## src/rtl/radio_api_frame_receiver_top_assert.svh

```systemverilog
// Assertion macros shared by the radio API frame receiver RTL.
`ifndef RADIO_API_FRAME_RECEIVER_TOP_ASSERT_SVH
`define RADIO_API_FRAME_RECEIVER_TOP_ASSERT_SVH

// Same-cycle implication, disabled while reset is low
`define RAFR_ASSERT_NOW(lbl, clk, rst_n, ante, cons) \
    lbl: assert property (@(posedge clk) disable iff (!(rst_n)) (ante) |-> (cons)) \
        else $error("rafr assertion failed");

// Next-cycle implication, disabled while reset is low
`define RAFR_ASSERT_NEXT(lbl, clk, rst_n, ante, cons) \
    lbl: assert property (@(posedge clk) disable iff (!(rst_n)) (ante) |=> (cons)) \
        else $error("rafr assertion failed");

`endif

```

## src/rtl/rafr_pkg.sv

```systemverilog
// Types and constants of the radio API frame receiver.
package rafr_pkg;

    localparam int BYTE_W  = 8;
    localparam int LEN_W   = 16;
    localparam int ADDR_W  = 64;
    localparam int EVENT_W = 3;
    localparam int KIND_W  = 2;

    localparam logic [BYTE_W-1:0] DELIM       = 8'h7E;
    localparam logic [BYTE_W-1:0] TYPE_RX     = 8'h90;
    localparam logic [BYTE_W-1:0] TYPE_STATUS = 8'h8B;
    localparam logic [BYTE_W-1:0] SUM_GOOD    = 8'hFF;
    localparam logic [BYTE_W-1:0] FRAME_ID_MAX   = 8'd255;
    localparam logic [BYTE_W-1:0] FRAME_ID_FIRST = 8'd1;

    localparam logic [LEN_W-1:0] RX_HEADER_LEN    = 16'd12;
    localparam logic [LEN_W-1:0] STATUS_MIN_LEN   = 16'd6;
    localparam logic [LEN_W-1:0] STATUS_POS       = 16'd5;
    localparam logic [LEN_W-1:0] ADDR_LAST_POS    = 16'd8;
    localparam logic [LEN_W-1:0] MIN_RX_LEN_RESET = 16'd12;

    typedef enum logic [2:0] {
        PH_HUNT  = 3'd0,
        PH_LENHI = 3'd1,
        PH_LENLO = 3'd2,
        PH_BODY  = 3'd3,
        PH_SUM   = 3'd4
    } t_phase;

    typedef enum logic [EVENT_W-1:0] {
        EV_PAYLOAD   = 3'd0,
        EV_GOOD      = 3'd1,
        EV_SUM_BAD   = 3'd2,
        EV_TOO_SHORT = 3'd3,
        EV_STRAY     = 3'd4
    } t_event;

    typedef enum logic [KIND_W-1:0] {
        KIND_RX         = 2'd0,
        KIND_STATUS_OK  = 2'd1,
        KIND_STATUS_BAD = 2'd2,
        KIND_OTHER      = 2'd3
    } t_kind;

    typedef struct packed {
        logic [EVENT_W-1:0] event_res;
        logic [BYTE_W-1:0]  data_byte;
        logic [KIND_W-1:0]  frame_kind;
        logic [ADDR_W-1:0]  sender_address;
        logic [BYTE_W-1:0]  delivery_status;
        logic [BYTE_W-1:0]  frame_counter;
        logic [LEN_W-1:0]   payload_count;
    } t_result;

endpackage

```

## src/rtl/rafr_ifs.sv

```systemverilog
// Byte input and result output channel interfaces of the frame receiver.
interface rafr_in_if;
    logic                         valid;
    logic                         ready;
    logic [rafr_pkg::BYTE_W-1:0]  byte_in;

    modport source (output valid, output byte_in, input ready);
    modport sink   (input valid, input byte_in, output ready);
endinterface

interface rafr_out_if;
    logic                         valid;
    logic                         ready;
    logic [rafr_pkg::EVENT_W-1:0] event_res;
    logic [rafr_pkg::BYTE_W-1:0]  data_byte;
    logic [rafr_pkg::KIND_W-1:0]  frame_kind;
    logic [rafr_pkg::ADDR_W-1:0]  sender_address;
    logic [rafr_pkg::BYTE_W-1:0]  delivery_status;
    logic [rafr_pkg::BYTE_W-1:0]  frame_counter;
    logic [rafr_pkg::LEN_W-1:0]   payload_count;

    modport source (output valid, output event_res, output data_byte, output frame_kind,
                    output sender_address, output delivery_status, output frame_counter,
                    output payload_count, input ready);
    modport sink   (input valid, input event_res, input data_byte, input frame_kind,
                    input sender_address, input delivery_status, input frame_counter,
                    input payload_count, output ready);
endinterface

```

## src/rtl/radio_api_frame_receiver_top.sv

```systemverilog
// Radio API frame receiver: byte-wise frame parser with a two-entry result buffer.
//
// Usage:
//   i_byte carries one received link byte per beat (valid/ready). o_res carries
//   one result per beat: a payload byte of a receive frame, an end-of-frame
//   event (good, checksum bad, too short) or a stray byte seen while hunting.
//   A byte causes zero or one result.
//   i_cfg_we/i_cfg_wdata write min_receive_length; write it only while idle.
//   Throughput: one byte per cycle while i_byte.ready is high. Each byte updates the
//   parser state in the cycle it is accepted; its result is registered into r_out,
//   or into the skid register while o_res stalls, and then shown on o_res.
//   Stall: the result register plus a one-entry skid register let the input
//   keep taking beats after o_res stalls until a second result is waiting;
//   i_byte.ready drops while the skid register is full and rises again once
//   o_res drains.
//   Reset (synchronous, active low): parser hunts for the delimiter, frame
//   counter is 1, min_receive_length is 12, both result registers are empty.
`include "radio_api_frame_receiver_top_assert.svh"

module radio_api_frame_receiver_top (
    input  logic                         i_clk,
    input  logic                         i_rst_n,
    rafr_in_if.sink                      i_byte,
    rafr_out_if.source                   o_res,
    input  logic                         i_cfg_we,
    input  logic [rafr_pkg::LEN_W-1:0]   i_cfg_wdata
);

    // Parser state
    rafr_pkg::t_phase                  r_phase, n_phase;
    logic [rafr_pkg::LEN_W-1:0]        r_len, n_len;
    logic [rafr_pkg::LEN_W-1:0]        r_pos, n_pos;
    logic [rafr_pkg::BYTE_W-1:0]       r_sum, n_sum;
    logic [rafr_pkg::BYTE_W-1:0]       r_type, n_type;
    logic [rafr_pkg::ADDR_W-1:0]       r_addr, n_addr;
    logic [rafr_pkg::BYTE_W-1:0]       r_stat, n_stat;
    logic [rafr_pkg::BYTE_W-1:0]       r_fid, n_fid;
    logic [rafr_pkg::LEN_W-1:0]        r_min_rx_len;

    // Result buffering
    rafr_pkg::t_result                 r_out, r_skid, res;
    logic                              r_out_v, r_skid_v, res_v;

    logic                              accept, take;
    logic [rafr_pkg::BYTE_W-1:0]       b;
    logic [rafr_pkg::LEN_W-1:0]        pos_inc;
    logic [rafr_pkg::LEN_W-1:0]        len_lo;
    logic [rafr_pkg::LEN_W-1:0]        pay_cnt;
    logic [rafr_pkg::KIND_W-1:0]       kind;
    logic [rafr_pkg::BYTE_W-1:0]       sum_fin;
    logic                              short_frame;

    assign b       = i_byte.byte_in;
    assign accept  = i_byte.valid && i_byte.ready;
    assign take    = o_res.valid && o_res.ready;
    assign pos_inc = r_pos + 16'd1;
    assign len_lo  = {r_len[15:8], b};
    assign sum_fin = r_sum + b;

    // Kind and payload count of the frame held in state
    always_comb begin
        if (r_type == rafr_pkg::TYPE_RX) begin
            kind = rafr_pkg::KIND_RX;
        end else if (r_type == rafr_pkg::TYPE_STATUS) begin
            kind = (r_stat == '0) ? rafr_pkg::KIND_STATUS_OK : rafr_pkg::KIND_STATUS_BAD;
        end else begin
            kind = rafr_pkg::KIND_OTHER;
        end
        if (r_type == rafr_pkg::TYPE_RX && r_len >= rafr_pkg::RX_HEADER_LEN) begin
            pay_cnt = r_len - rafr_pkg::RX_HEADER_LEN;
        end else begin
            pay_cnt = '0;
        end
        short_frame = (r_type == rafr_pkg::TYPE_RX && r_len < r_min_rx_len) ||
                      (r_type == rafr_pkg::TYPE_STATUS && r_len < rafr_pkg::STATUS_MIN_LEN);
    end

    // Next phase
    always_comb begin
        unique case (r_phase)
            rafr_pkg::PH_LENHI: n_phase = rafr_pkg::PH_LENLO;
            rafr_pkg::PH_LENLO: n_phase = (len_lo == '0) ? rafr_pkg::PH_SUM : rafr_pkg::PH_BODY;
            rafr_pkg::PH_BODY:  n_phase = (pos_inc >= r_len) ? rafr_pkg::PH_SUM
                                                             : rafr_pkg::PH_BODY;
            rafr_pkg::PH_SUM:   n_phase = rafr_pkg::PH_HUNT;
            default:            n_phase = (b == rafr_pkg::DELIM) ? rafr_pkg::PH_LENHI
                                                                 : rafr_pkg::PH_HUNT;
        endcase
    end

    // Field updates and result for the byte on the input
    always_comb begin
        n_len  = r_len;
        n_pos  = r_pos;
        n_sum  = r_sum;
        n_type = r_type;
        n_addr = r_addr;
        n_stat = r_stat;
        n_fid  = r_fid;
        res_v  = 1'b0;
        res.event_res       = rafr_pkg::EV_PAYLOAD;
        res.data_byte       = b;
        res.frame_kind      = kind;
        res.sender_address  = r_addr;
        res.delivery_status = r_stat;
        res.frame_counter   = r_fid;
        res.payload_count   = pay_cnt;
        unique case (r_phase)
            rafr_pkg::PH_LENHI: begin
                n_len = {b, 8'h00};
            end
            rafr_pkg::PH_LENLO: begin
                n_len = len_lo;
                n_pos = '0;
                n_sum = '0;
            end
            rafr_pkg::PH_BODY: begin
                n_sum = sum_fin;
                n_pos = pos_inc;
                if (r_pos == '0) begin
                    n_type = b;
                end else if (r_type == rafr_pkg::TYPE_RX) begin
                    if (r_pos <= rafr_pkg::ADDR_LAST_POS) begin
                        n_addr = {r_addr[rafr_pkg::ADDR_W-9:0], b};
                    end else if (r_pos >= rafr_pkg::RX_HEADER_LEN) begin
                        res_v = 1'b1;
                    end
                end else if (r_type == rafr_pkg::TYPE_STATUS && r_pos == rafr_pkg::STATUS_POS) begin
                    n_stat = b;
                end
            end
            rafr_pkg::PH_SUM: begin
                res_v = 1'b1;
                if (short_frame) begin
                    res.event_res = rafr_pkg::EV_TOO_SHORT;
                end else if (sum_fin != rafr_pkg::SUM_GOOD) begin
                    res.event_res = rafr_pkg::EV_SUM_BAD;
                end else begin
                    res.event_res = rafr_pkg::EV_GOOD;
                    if (kind == rafr_pkg::KIND_STATUS_OK) begin
                        n_fid = (r_fid >= rafr_pkg::FRAME_ID_MAX) ? rafr_pkg::FRAME_ID_FIRST
                                                                 : r_fid + 8'd1;
                    end
                end
                res.frame_counter = n_fid;
            end
            default: begin
                if (b == rafr_pkg::DELIM) begin
                    n_type = '0;
                    n_addr = '0;
                    n_stat = '0;
                end else begin
                    res_v = 1'b1;
                    res.event_res       = rafr_pkg::EV_STRAY;
                    res.frame_kind      = rafr_pkg::KIND_OTHER;
                    res.sender_address  = '0;
                    res.delivery_status = '0;
                    res.payload_count   = '0;
                end
            end
        endcase
    end

    // Advance parser state on an accepted beat
    always_ff @(posedge i_clk) begin
        if (!i_rst_n) begin
            r_phase <= rafr_pkg::PH_HUNT;
            r_len   <= '0;
            r_pos   <= '0;
            r_sum   <= '0;
            r_type  <= '0;
            r_addr  <= '0;
            r_stat  <= '0;
            r_fid   <= rafr_pkg::FRAME_ID_FIRST;
        end else if (accept) begin
            r_phase <= n_phase;
            r_len   <= n_len;
            r_pos   <= n_pos;
            r_sum   <= n_sum;
            r_type  <= n_type;
            r_addr  <= n_addr;
            r_stat  <= n_stat;
            r_fid   <= n_fid;
        end
    end

    // Configuration register
    always_ff @(posedge i_clk) begin
        if (!i_rst_n) begin
            r_min_rx_len <= rafr_pkg::MIN_RX_LEN_RESET;
        end else if (i_cfg_we) begin
            r_min_rx_len <= i_cfg_wdata;
        end
    end

    // Result register and skid register
    always_ff @(posedge i_clk) begin
        if (!i_rst_n) begin
            r_out_v  <= 1'b0;
            r_skid_v <= 1'b0;
        end else if (!r_out_v || take) begin
            if (r_skid_v) begin
                r_out_v  <= 1'b1;
                r_skid_v <= 1'b0;
            end else begin
                r_out_v  <= accept && res_v;
            end
        end else if (accept && res_v) begin
            r_skid_v <= 1'b1;
        end
    end

    // Result payloads
    always_ff @(posedge i_clk) begin
        if (!r_out_v || take) begin
            r_out <= r_skid_v ? r_skid : res;
        end
        if (r_out_v && !take && !r_skid_v) begin
            r_skid <= res;
        end
    end

    // Drive the channels
    assign i_byte.ready          = !r_skid_v;
    assign o_res.valid           = r_out_v;
    assign o_res.event_res       = r_out.event_res;
    assign o_res.data_byte       = r_out.data_byte;
    assign o_res.frame_kind      = r_out.frame_kind;
    assign o_res.sender_address  = r_out.sender_address;
    assign o_res.delivery_status = r_out.delivery_status;
    assign o_res.frame_counter   = r_out.frame_counter;
    assign o_res.payload_count   = r_out.payload_count;

    // Checks
    `RAFR_ASSERT_NOW(a_skid_behind_out, i_clk, i_rst_n, r_skid_v, r_out_v)
    `RAFR_ASSERT_NOW(a_fid_nonzero, i_clk, i_rst_n, 1'b1, r_fid != '0)
    `RAFR_ASSERT_NEXT(a_stray_gives_result, i_clk, i_rst_n, accept && r_phase == rafr_pkg::PH_HUNT && b != rafr_pkg::DELIM, r_out_v)
    `RAFR_ASSERT_NEXT(a_fid_moves_at_sum, i_clk, i_rst_n, !(accept && r_phase == rafr_pkg::PH_SUM), $stable(r_fid))

endmodule

```

## src/flat_wrapper.sv

```systemverilog
// flat-port wrapper written by rule: the top's interface ports become plain ports
module radio_api_frame_receiver_top_flat 
  (i_clk, i_rst_n, i_cfg_we, i_cfg_wdata, i_byte_valid, i_byte_byte_in, i_byte_ready, o_res_valid, o_res_event_res, o_res_data_byte, o_res_frame_kind, o_res_sender_address, o_res_delivery_status, o_res_frame_counter, o_res_payload_count, o_res_ready);
  rafr_in_if i_byte_i ();
  rafr_out_if o_res_i ();
  input  logic i_clk;
  input  logic i_rst_n;
  input  logic i_cfg_we;
  input  logic [rafr_pkg::LEN_W-1:0] i_cfg_wdata;
  input wire logic [$bits(i_byte_i.valid)-1:0] i_byte_valid;
  input wire logic [$bits(i_byte_i.byte_in)-1:0] i_byte_byte_in;
  output wire logic [$bits(i_byte_i.ready)-1:0] i_byte_ready;
  output wire logic [$bits(o_res_i.valid)-1:0] o_res_valid;
  output wire logic [$bits(o_res_i.event_res)-1:0] o_res_event_res;
  output wire logic [$bits(o_res_i.data_byte)-1:0] o_res_data_byte;
  output wire logic [$bits(o_res_i.frame_kind)-1:0] o_res_frame_kind;
  output wire logic [$bits(o_res_i.sender_address)-1:0] o_res_sender_address;
  output wire logic [$bits(o_res_i.delivery_status)-1:0] o_res_delivery_status;
  output wire logic [$bits(o_res_i.frame_counter)-1:0] o_res_frame_counter;
  output wire logic [$bits(o_res_i.payload_count)-1:0] o_res_payload_count;
  input wire logic [$bits(o_res_i.ready)-1:0] o_res_ready;
  assign i_byte_i.valid = i_byte_valid;
  assign i_byte_i.byte_in = i_byte_byte_in;
  assign i_byte_ready = i_byte_i.ready;
  assign o_res_valid = o_res_i.valid;
  assign o_res_event_res = o_res_i.event_res;
  assign o_res_data_byte = o_res_i.data_byte;
  assign o_res_frame_kind = o_res_i.frame_kind;
  assign o_res_sender_address = o_res_i.sender_address;
  assign o_res_delivery_status = o_res_i.delivery_status;
  assign o_res_frame_counter = o_res_i.frame_counter;
  assign o_res_payload_count = o_res_i.payload_count;
  assign o_res_i.ready = o_res_ready;
  radio_api_frame_receiver_top u_core (.i_clk(i_clk), .i_rst_n(i_rst_n), .i_byte(i_byte_i), .o_res(o_res_i), .i_cfg_we(i_cfg_we), .i_cfg_wdata(i_cfg_wdata));
endmodule
```

## config.mk

```make
export PLATFORM = sky130hd
export DESIGN_NAME = radio_api_frame_receiver_top_flat
export DESIGN_NICKNAME = d
export VERILOG_FILES = /design/src/rtl/rafr_pkg.sv /design/src/rtl/rafr_ifs.sv /design/src/rtl/radio_api_frame_receiver_top.sv /design/src/flat_wrapper.sv
export VERILOG_INCLUDE_DIRS = /design/src /design/src/rtl
export SDC_FILE = /design/constraint.sdc
export NUM_CORES = 1
export LEC_CHECK = 0
export BUFFER_PORTS_ARGS = -buffer_cell sky130_fd_sc_hd__buf_2
export CAP_MARGIN = 20
export CORE_ASPECT_RATIO = 0.8
export CORE_MARGIN = 2
export CORE_UTILIZATION = 40
export DETAILED_ROUTE_END_ITERATION = 12
export SLEW_MARGIN = 20
export SYNTH_ARGS = -nofsm -noshare
export SYNTH_HDL_FRONTEND = slang
export SYNTH_SLANG_ARGS = --single-unit
```

## constraint.sdc

```tcl
create_clock -name i_clk -period 14.9 [get_ports i_clk]
set_input_delay 1.49 -clock i_clk [delete_from_list [all_inputs] [get_ports i_clk]]
set_output_delay 1.49 -clock i_clk [all_outputs]
set_load 0.02 [all_outputs]
```

[Word level (Yosys, flattened, before mapping)]
Index checks and enable logic that the tools add are counted.
Widths: inputs -> output; s select.
Word-level totals
  register bits: 367
  input bits: 29
  output and inout port bits: 111
  logic and storage cells: 131
Cells by class
  add/subtract/negate cells: 4
  magnitude comparators: 7
  equal/unequal tests: 16
  mux-type cells: 44
  bitwise gates (word level): 3
  reductions and logical operators: 31
Operator list (count)
  $mux 64: 4
  $mux 74: 2
  $pmux 64 s2: 1
  $mux 109: 1
  $mux 8: 10
  $pmux 16 s2: 2
  $mux 16: 3
  $pmux 8 s2: 3
  $ge 16x4->1 const B: 2
  $logic_not 16->1: 2
  $add 16x1->16 const B: 1
  $eq 16x3->1 const B: 1
  $eq 8x8->1 const B: 2
  $ge 16x16->1: 1
  $le 16x4->1 const B: 1
  $lt 16x16->1: 1
  $lt 16x3->1 const B: 1
  $sub 16x4->16 const B: 1
  $mux 3: 4
  $pmux 3 s4: 1
  $reduce_and 6->1: 2
  $logic_and 1x1->1: 9
  $add 8x1->8 const B: 1
  $add 8x8->8: 1
  other kinds (24): 48

[Logic depth before layout (Yosys ltp)]
Gate-level depths: netlist (run 1).
  depth after elaboration: 10
  mapped depth: 13
  depth with buffers taken out: 13

[Least setup slack after synthesis (run 1)]
Ideal clock, no wire load.
  path kind: input -> register
  from: input port o_res_ready
  to: register u_core.r_skid[0] (netlist bit), enable pin
  setup time: 1.068 ns
  arrival: 8.674 ns
  data required time: 13.832 ns
  path slack: 5.158 ns
  cell stages on the path: 2
  path buffers: 0
  cells stage by stage: nand2b_1 > nor2_1
Between the ends
  longest elaborated chain between the ends: 4
RTL lines
  start: declaration: RTL line flat_wrapper.sv:21  | input wire logic [$bits(o_res_i.ready)-1:0] o_res_ready;
  $logic_and 1x1->1: RTL line radio_api_frame_receiver_top.sv:55  | assign take = o_res.valid && o_res.ready;
  $logic_not 1->1: RTL line radio_api_frame_receiver_top.sv:218  | if (r_out_v && !take && !r_skid_v) begin
  $logic_and 1x1->1 (2 in a row): RTL line radio_api_frame_receiver_top.sv:218
  end signal: assignment: RTL line radio_api_frame_receiver_top.sv:219  | r_skid <= res;
  end: declaration: RTL line radio_api_frame_receiver_top.sv:41  | rafr_pkg::t_result r_out, r_skid, res;
No other way between the ends.
A chain may end at the register's enable or synchronous reset.

[Worst setup path in the final report (run 1)]
  from: input port i_byte_byte_in[0]
  to: register u_core.r_out (netlist bit u_core.o_res.frame_counter[0]) (data pin)
Between the ends
  longest elaborated chain between the ends: 6
RTL lines
  start: declaration: RTL line flat_wrapper.sv:11  | input wire logic [$bits(i_byte_i.byte_in)-1:0] i_byte_byte_in;
  $add 8x8->8: RTL line radio_api_frame_receiver_top.sv:58  | assign sum_fin = r_sum + b;
  $ne 8x8->1: RTL line radio_api_frame_receiver_top.sv:136  | end else if (sum_fin != rafr_pkg::SUM_GOOD) begin
  $mux 8: RTL line radio_api_frame_receiver_top.sv:136
  $mux 8: RTL line radio_api_frame_receiver_top.sv:134  | if (short_frame) begin
  $mux 8: RTL line radio_api_frame_receiver_top.sv:108  | unique case (r_phase)
  $mux 109: RTL line radio_api_frame_receiver_top.sv:216  | r_out <= r_skid_v ? r_skid : res;
  end signal: assignment: RTL line radio_api_frame_receiver_top.sv:216
  end: declaration: RTL line radio_api_frame_receiver_top.sv:41
No other way between the ends.

==> impl_metrics.ini, run 1 <==
[clock_tree]
cts_max_level = 2
cts_resized = 0
cts_tree = built
numCtsBuffers = 39
hold_buffers = 0
cts.path.max_buffers = 3
clk_pin_slew_ns = 0.06
root_buffer = clkbuf_16
post_cts_buffers = 0
cts.sinks = 367
worst_skew_pair.late_latency_ns = 0.55

[floorplan]
die_h_um = 184
ioPinCount = 140
die_x_um = 229
rows = 65
core_sq_um = 39600
dieArea_sq_um = 42000
initial_core_util_pct = 40.7

[timing]
holdWs_ns = 0.446
slew_viol_final = 0
finalSetupViolations = 0
max_slew.worst_pin.slew_ns = 1.02
post-route-min-period_ns = 4.75
final_hold_viol_count = 0
rsz0062_at_grt = false
setup_tns_ns = 0
post-route-period-util_pct = 31.9
finClkSkew_ns = 0.0257
timing.fmax_mhz = 211
relSlewSlack_pct = 31.7

[global_routing]
grt_max_degree = 91
grt_pass1_wl_mm = 60.5
antenna_found_initial = 1
grt_overflow = 0
grt.total_usage_pct = 18.1
grt_pass1_vias = 10700

[synthesis]
yosys_warnings = 0
synthDistinctLibCells = 60
synth_top_area_cell = edfxtp_1
synth_seq_area_share_pct = 59.0
ys_async_sr_fraction_pct = 0
synthesis.area_sq_um = 16100
syn_inst = 1430
synth_top_flop_cell = edfxtp_1
synth_top_area_share_pct = 40.6
synth.avg_cell_area_sq_um = 11.3
synth-seq-cells = 367
synth-edff-count = 218
yosysMostFrequentCell = edfxtp_1
synth_common_cells = edfxtp_1, dfxtp_1, nand2_1
synthesis.nets = 1504
ys_top_cells_by_area = edfxtp_1, dfxtp_1, mux2_2

[worst_setup_path]
cp-start-kind = primary input
arrival_ns = 5.04
crit_type = in -> reg
end_kind = flip-flop
worstPathMaxFanout = 11
required_ns = 15.20

[routing]
routedWlPerCell_um = 18.3
ant_nets = 0
drc = 0
drtIter0Drc = 989
first_pass_iters = 5
wirelength_mm = 38.6
viasPerCell = 5.31
vias = 11200

[finish]
final_core_util_pct = 47.1
fin_area_sq_um = 18600
area_growth_pct = 15.5
fin_nets = 1616
drive_above_1_share_pct = 21.0

[place]
gp_congestion = 0.868
io_buffers = 139
dp_hpwl_mm = 25.5
placed_cell_area_sq_um = 17300

[outcome]
status = complete, no violations

[power_and_ir_drop]
peakVddDrop_uv = 75.1
power_mw = 2.20
p_per_area_nw_per_um2 = 118
leakagePower_nw = 7.32

[worst_hold_path]
hold_class = reg -> reg

[job]
cap_violations = 0
==> per-layer routing <==
layer	global-route usage [%]	vias to the layer above	wire length [um]
met4	5.20	0	778
li1	-	5375	-
met3	2.99	59	2360
met2	25.7	332	16000
met1	28.2	5437	19400
met5	0	-	0
==> cell usage in the layout, fill, tap and decap left out, types with 7 or more instances in the layout <==
master	netlist	layout
a211oi_1	7	7
a21o_1	11	11
a21oi_1	103	103
a22oi_1	22	22
and2_1	76	75
and3_1	20	20
buf_2	8	139
buf_4	0	16
clkbuf_1	74	10
clkbuf_16	0	41
dfxtp_1	149	148
edfxtp_1	218	218
ha_1	44	44
inv_1	44	43
mux2_2	93	93
mux2i_1	34	34
nand2_1	134	133
nand2b_1	15	12
nand3_1	89	89
nand4_1	10	10
nor2_1	111	110
nor3_1	12	11
nor4_1	12	11
o21ai_0	17	17
o31ai_1	18	18
xnor2_1	25	25
xor2_1	9	9
==> final cells by class <==
type / instances / area [sq um]
Inverter: 46 / 176
Sequential cell: 367 / 9530
Timing Repair Buffer: 155 / 816
Clock inverter: 15 / 145
Multi-Input combinational cell: 933 / 6150
Antenna cell: 1 / 2.50
Clock buffer: 57 / 1150
Fill cell: 3642 / 21000
Tap cell: 536 / 671
==> registers in the layout, summed over array words and instances (netlist names), 16 cells and up <==
register                     flops
u_core.o_res.payload_count      16
u_core.o_res.sender_address     64
u_core.r_addr                   64
u_core.r_len                    16
u_core.r_min_rx_len             16
u_core.r_pos                    16
u_core.r_skid                  109
==> where the power goes <==
group / leakage (nW) / internal [mW] / switching (mW) / total [mW]
sequential: 3.51 / 1.11 / 0.0110 / 1.12
clock: 0.637 / 0.572 / 0.402 / 0.974
combinational: 3.17 / 0.0311 / 0.0802 / 0.111
total: 7.32 / 1.71 / 0.493 / 2.20
==> stage by stage <==
| step | std cells | worst slack [ns] |
|---|---|---|
| after detailed placement | 2037 | 9.33 |
| after floorplan | 1430 | 5.16 |
| after CTS | 2109 | 9.90 |
| after global routing | 2110 | 9.86 |
| after global placement | 2037 | 9.31 |
| final | 2110 | 10.15 |
==> final timing paths <==
kind	slack, ns	to	cells after the start	startpoint
worst max-delay path	10.15	u_core.o_res.frame_counter[0]$_DFFE_PP_	12	i_byte_byte_in[0]
worst max register to register	11.01	u_core.o_res.frame_counter[0]$_DFFE_PP_	11	u_core.r_sum[0]$_SDFFE_PN0P_
worst min-delay path	0.45	u_core.r_addr[56]$_SDFFE_PN0P_	2	u_core.r_addr[56]$_SDFFE_PN0P_
worst min register to register	0.45	u_core.r_addr[56]$_SDFFE_PN0P_	2	u_core.r_addr[56]$_SDFFE_PN0P_
==> cell families after synthesis <==
group           Yosys count  synth area share, %
compound gates          212                 8.09
xor+xnor                 34                 1.85
fa+ha+maj                45                 3.54
buf+inv                 130                 3.09
flops                   367                 59.0
mux                     127                 8.60
simple gates            515                 15.8
==> worst max-delay path, cell delays in order <==
cell and delay [ns]:
buf_2 0.18, ha_1 0.22, inv_1 0.06, fa_1 0.40, nand2b_1 0.21, a2111oi_0 0.41
a311oi_1 0.11, buf_4 0.18, or4_4 0.56, nor3_2 0.51, mux2_2 0.42, mux2_2 0.27
Power figures use the tool's default switching activity.
==> run 2, diff against run 1 <==
- ABC_AREA: not set -> 1
- clock period: 14.9 -> 4.3 ns (I/O delays scaled with it)
==> run 2 against run 1 <==
Wire length grew 4.7%. Register-to-register slack lost 10 ns. Sequential power grew to 3.5 times the previous value. Sequential cell count is the same. Final cell count grew 20%. Cell area grew 3.2%. Worst setup slack lost 9.1 ns. Non-clock buffer count grew 1. Clock skew shrank 0.0045 ns. Largest cell class unchanged.
==> impl_metrics.ini, run 2 <==
[floorplan]
dieArea_sq_um = 43500
core_sq_um = 41600
initial_core_util_pct = 40.3
die_x_um = 233
die_h_um = 187
ioPinCount = 140
rows = 67

[clock_tree]
cts.path.max_buffers = 3
cts_tree = built
numCtsBuffers = 39
cts_resized = 0
hold_buffers = 0
clk_pin_slew_ns = 0.06
root_buffer = clkbuf_16
post_cts_buffers = 0
worst_skew_pair.late_latency_ns = 0.54
cts.sinks = 367
cts_max_level = 2

[synthesis]
ys_top_cells_by_area = edfxtp_1, dfxtp_1, nand2_1
synth-seq-cells = 367
synth-edff-count = 218
synth_seq_area_share_pct = 56.9
yosys_warnings = 0
synth_top_area_cell = edfxtp_1
syn_inst = 1842
synth_common_cells = nand2_1, nor2_1, edfxtp_1
synthesis.nets = 1916
yosysMostFrequentCell = nand2_1
synthDistinctLibCells = 37
synth_top_flop_cell = edfxtp_1
ys_async_sr_fraction_pct = 0
synthesis.area_sq_um = 16700
synth.avg_cell_area_sq_um = 9.09
synth_top_area_share_pct = 39.1

[timing]
slew_viol_final = 0
timing.fmax_mhz = 307
holdWs_ns = 0.103
post-route-min-period_ns = 3.26
rsz0062_at_grt = false
relSlewSlack_pct = 38.1
finClkSkew_ns = 0.0212
max_slew.worst_pin.slew_ns = 0.928
final_hold_viol_count = 0
finalSetupViolations = 0
post-route-period-util_pct = 75.8

[worst_setup_path]
end_kind = flip-flop
arrival_ns = 3.66
rr_startpoint = u_core.r_pos[2]$_SDFFE_PN0P_
reg2reg_to = u_core.r_phase[1]$_SDFFE_PN0P_
r2r_cells = 18
cp-start-kind = flip-flop
path_cells = inv_1 -> nor3_1 -> nand2_1 -> nor3_1 -> nand3_1 -> nor2_1 -> nand2_1 -> nand2_1 -> inv_1 -> or2_2 -> ha_1 -> nand3_1 -> nor3_1 -> nand2_1 -> nand3_1 -> nor2_1 -> o21ai_0 -> a21oi_1
required_ns = 4.70
crit_slowest_cell = dfxtp_1
crit_type = reg -> reg
worst-path-buf-inv = 2
critPathMostFrequentCell = nand2_1
critPathTopFamily = simple AND/OR/NAND/NOR gates
rrSetupSlack_ns = 1.04
cpPeakStageDelay_ns = 0.43
worstPathMaxFanout = 6

[finish]
diodes = 0
drive_above_1_share_pct = 15.0
most-common-layout-cells = nand2_1, nor2_1, edfxtp_1, inv_1, dfxtp_1
area_growth_pct = 14.9
final_common_cell = nand2_1
fillers = 4074
fin_nets = 2031
largest_reg_flops = 109
largest_register = u_core.r_skid

[global_routing]
grt_max_degree = 87
grt.total_usage_pct = 18.5
grt_pass1_wl_mm = 64.9
grt_pass1_vias = 11900
grt_overflow = 0
antenna_found_initial = 0

[place]
dp_hpwl_mm = 27.3
gp_congestion = 0.916
io_buffers = 139

[worst_hold_path]
min_from = i_cfg_wdata[3]
hold_class = in -> reg
min_to = u_core.r_min_rx_len[3]$_SDFFE_PN1P_
whs_path_depth = 3

[outcome]
status = complete, no violations

[power_and_ir_drop]
p_per_area_nw_per_um2 = 405
power_mw = 7.80
peakVddDrop_uv = 211
leakagePower_nw = 7.93

[routing]
vias = 12500
routedWlPerCell_um = 15.9
wirelength_mm = 40.4
drtIter0Drc = 1025
viasPerCell = 4.92
ant_nets = 0
first_pass_iters = 5
drc = 0

[job]
cap_violations = 0
run 2: logic make-up after synthesis:
family / Yosys count / synth area share [%]
adders and majority gates: 45 / 3.41
DFF: 367 / 56.9
AOI/OAI and AO/OA: 256 / 10.5
and+or+nand+nor: 832 / 19.8
xor gates and xnor gates: 28 / 1.46
buffers and inverters: 303 / 7.15
muxes: 11 / 0.732
run 2: worst max-delay path by stage:
stage / start / to / slack [ns] / depth (start not counted)
final: u_core.r_pos[2]$_SDFFE_PN0P_ / u_core.r_phase[1]$_SDFFE_PN0P_ / 1.04 / 18
after global routing: u_core.r_pos[0]$_SDFFE_PN0P_ / u_core.r_phase[1]$_SDFFE_PN0P_ / 0.56 / 18
after CTS: u_core.r_pos[0]$_SDFFE_PN0P_ / u_core.r_phase[1]$_SDFFE_PN0P_ / 1.03 / 18
after detailed placement: u_core.r_pos[0]$_SDFFE_PN0P_ / u_core.r_phase[1]$_SDFFE_PN0P_ / 1.04 / 18
after global placement: u_core.r_pos[2]$_SDFFE_PN0P_ / u_core.r_phase[0]$_SDFFE_PN0P_ / 1.15 / 18
after floorplan: u_core.o_res.valid$_SDFFE_PN0P_ / u_core.r_skid[0]$_DFFE_PP_ / -3.19 / 4
run 2: report_power, final:
| part | switching (mW) | internal [mW] | total [mW] |
|---|---|---|---|
| registers | 0.0529 | 3.87 | 3.92 |
| clock network | 1.38 | 1.95 | 3.33 |
| logic | 0.402 | 0.147 | 0.549 |
| total | 1.83 | 5.97 | 7.80 |
run 2: final cells by class:
class,instances,area (sq um),area share (%)
inverter,221,836,4.34
sequential,367,9530,49.5
multi-input combinational,1172,6050,31.4
clock inverter,16,140,0.728
clock buffer,55,1130,5.87
tap,552,691,3.59
timing repair buffer,156,861,4.47
run 2: worst register-to-register path, stage by stage (launching register included):
cell and delay (ns):
dfxtp_1 0.43, inv_1 0.11, nor3_1 0.33, nand2_1 0.13
nor3_1 0.23, nand3_1 0.16, nor2_1 0.11, nand2_1 0.07
nand2_1 0.07, inv_1 0.04, or2_2 0.26, ha_1 0.29
nand3_1 0.10, nor3_1 0.22, nand2_1 0.08, nand3_1 0.13
nor2_1 0.05, o21ai_0 0.22, a21oi_1 0.10
run 2: metal layers:
| metal | global-route usage (%) | vias to the layer above | share of wire (%) |
|---|---|---|---|
| met3 | 3.67 | 50 | 6.3 |
| met1 | 28.2 | 5876 | 50 |
| met5 | 0 | - | 0 |
| met2 | 27.0 | 292 | 42 |
| met4 | 4.24 | 0 | 1.6 |
| li1 | - | 6267 | - |
run 2: stage by stage:
stage          cells  area (sq um)  utilization (%)  setup slack (ns)  TNS, ns
2_1_floorplan   1842         16700                -             -3.19  -347.55
3_3_place_gp    2468         18000             43.2              1.15        0
3_5_place_dp    2468         18000             43.2              1.04        0
4_1_cts         2539         19200             46.3              1.03        0
5_1_grt         2539         19200             46.3             0.563        0
6_report        2539         19200             46.3              1.04        0
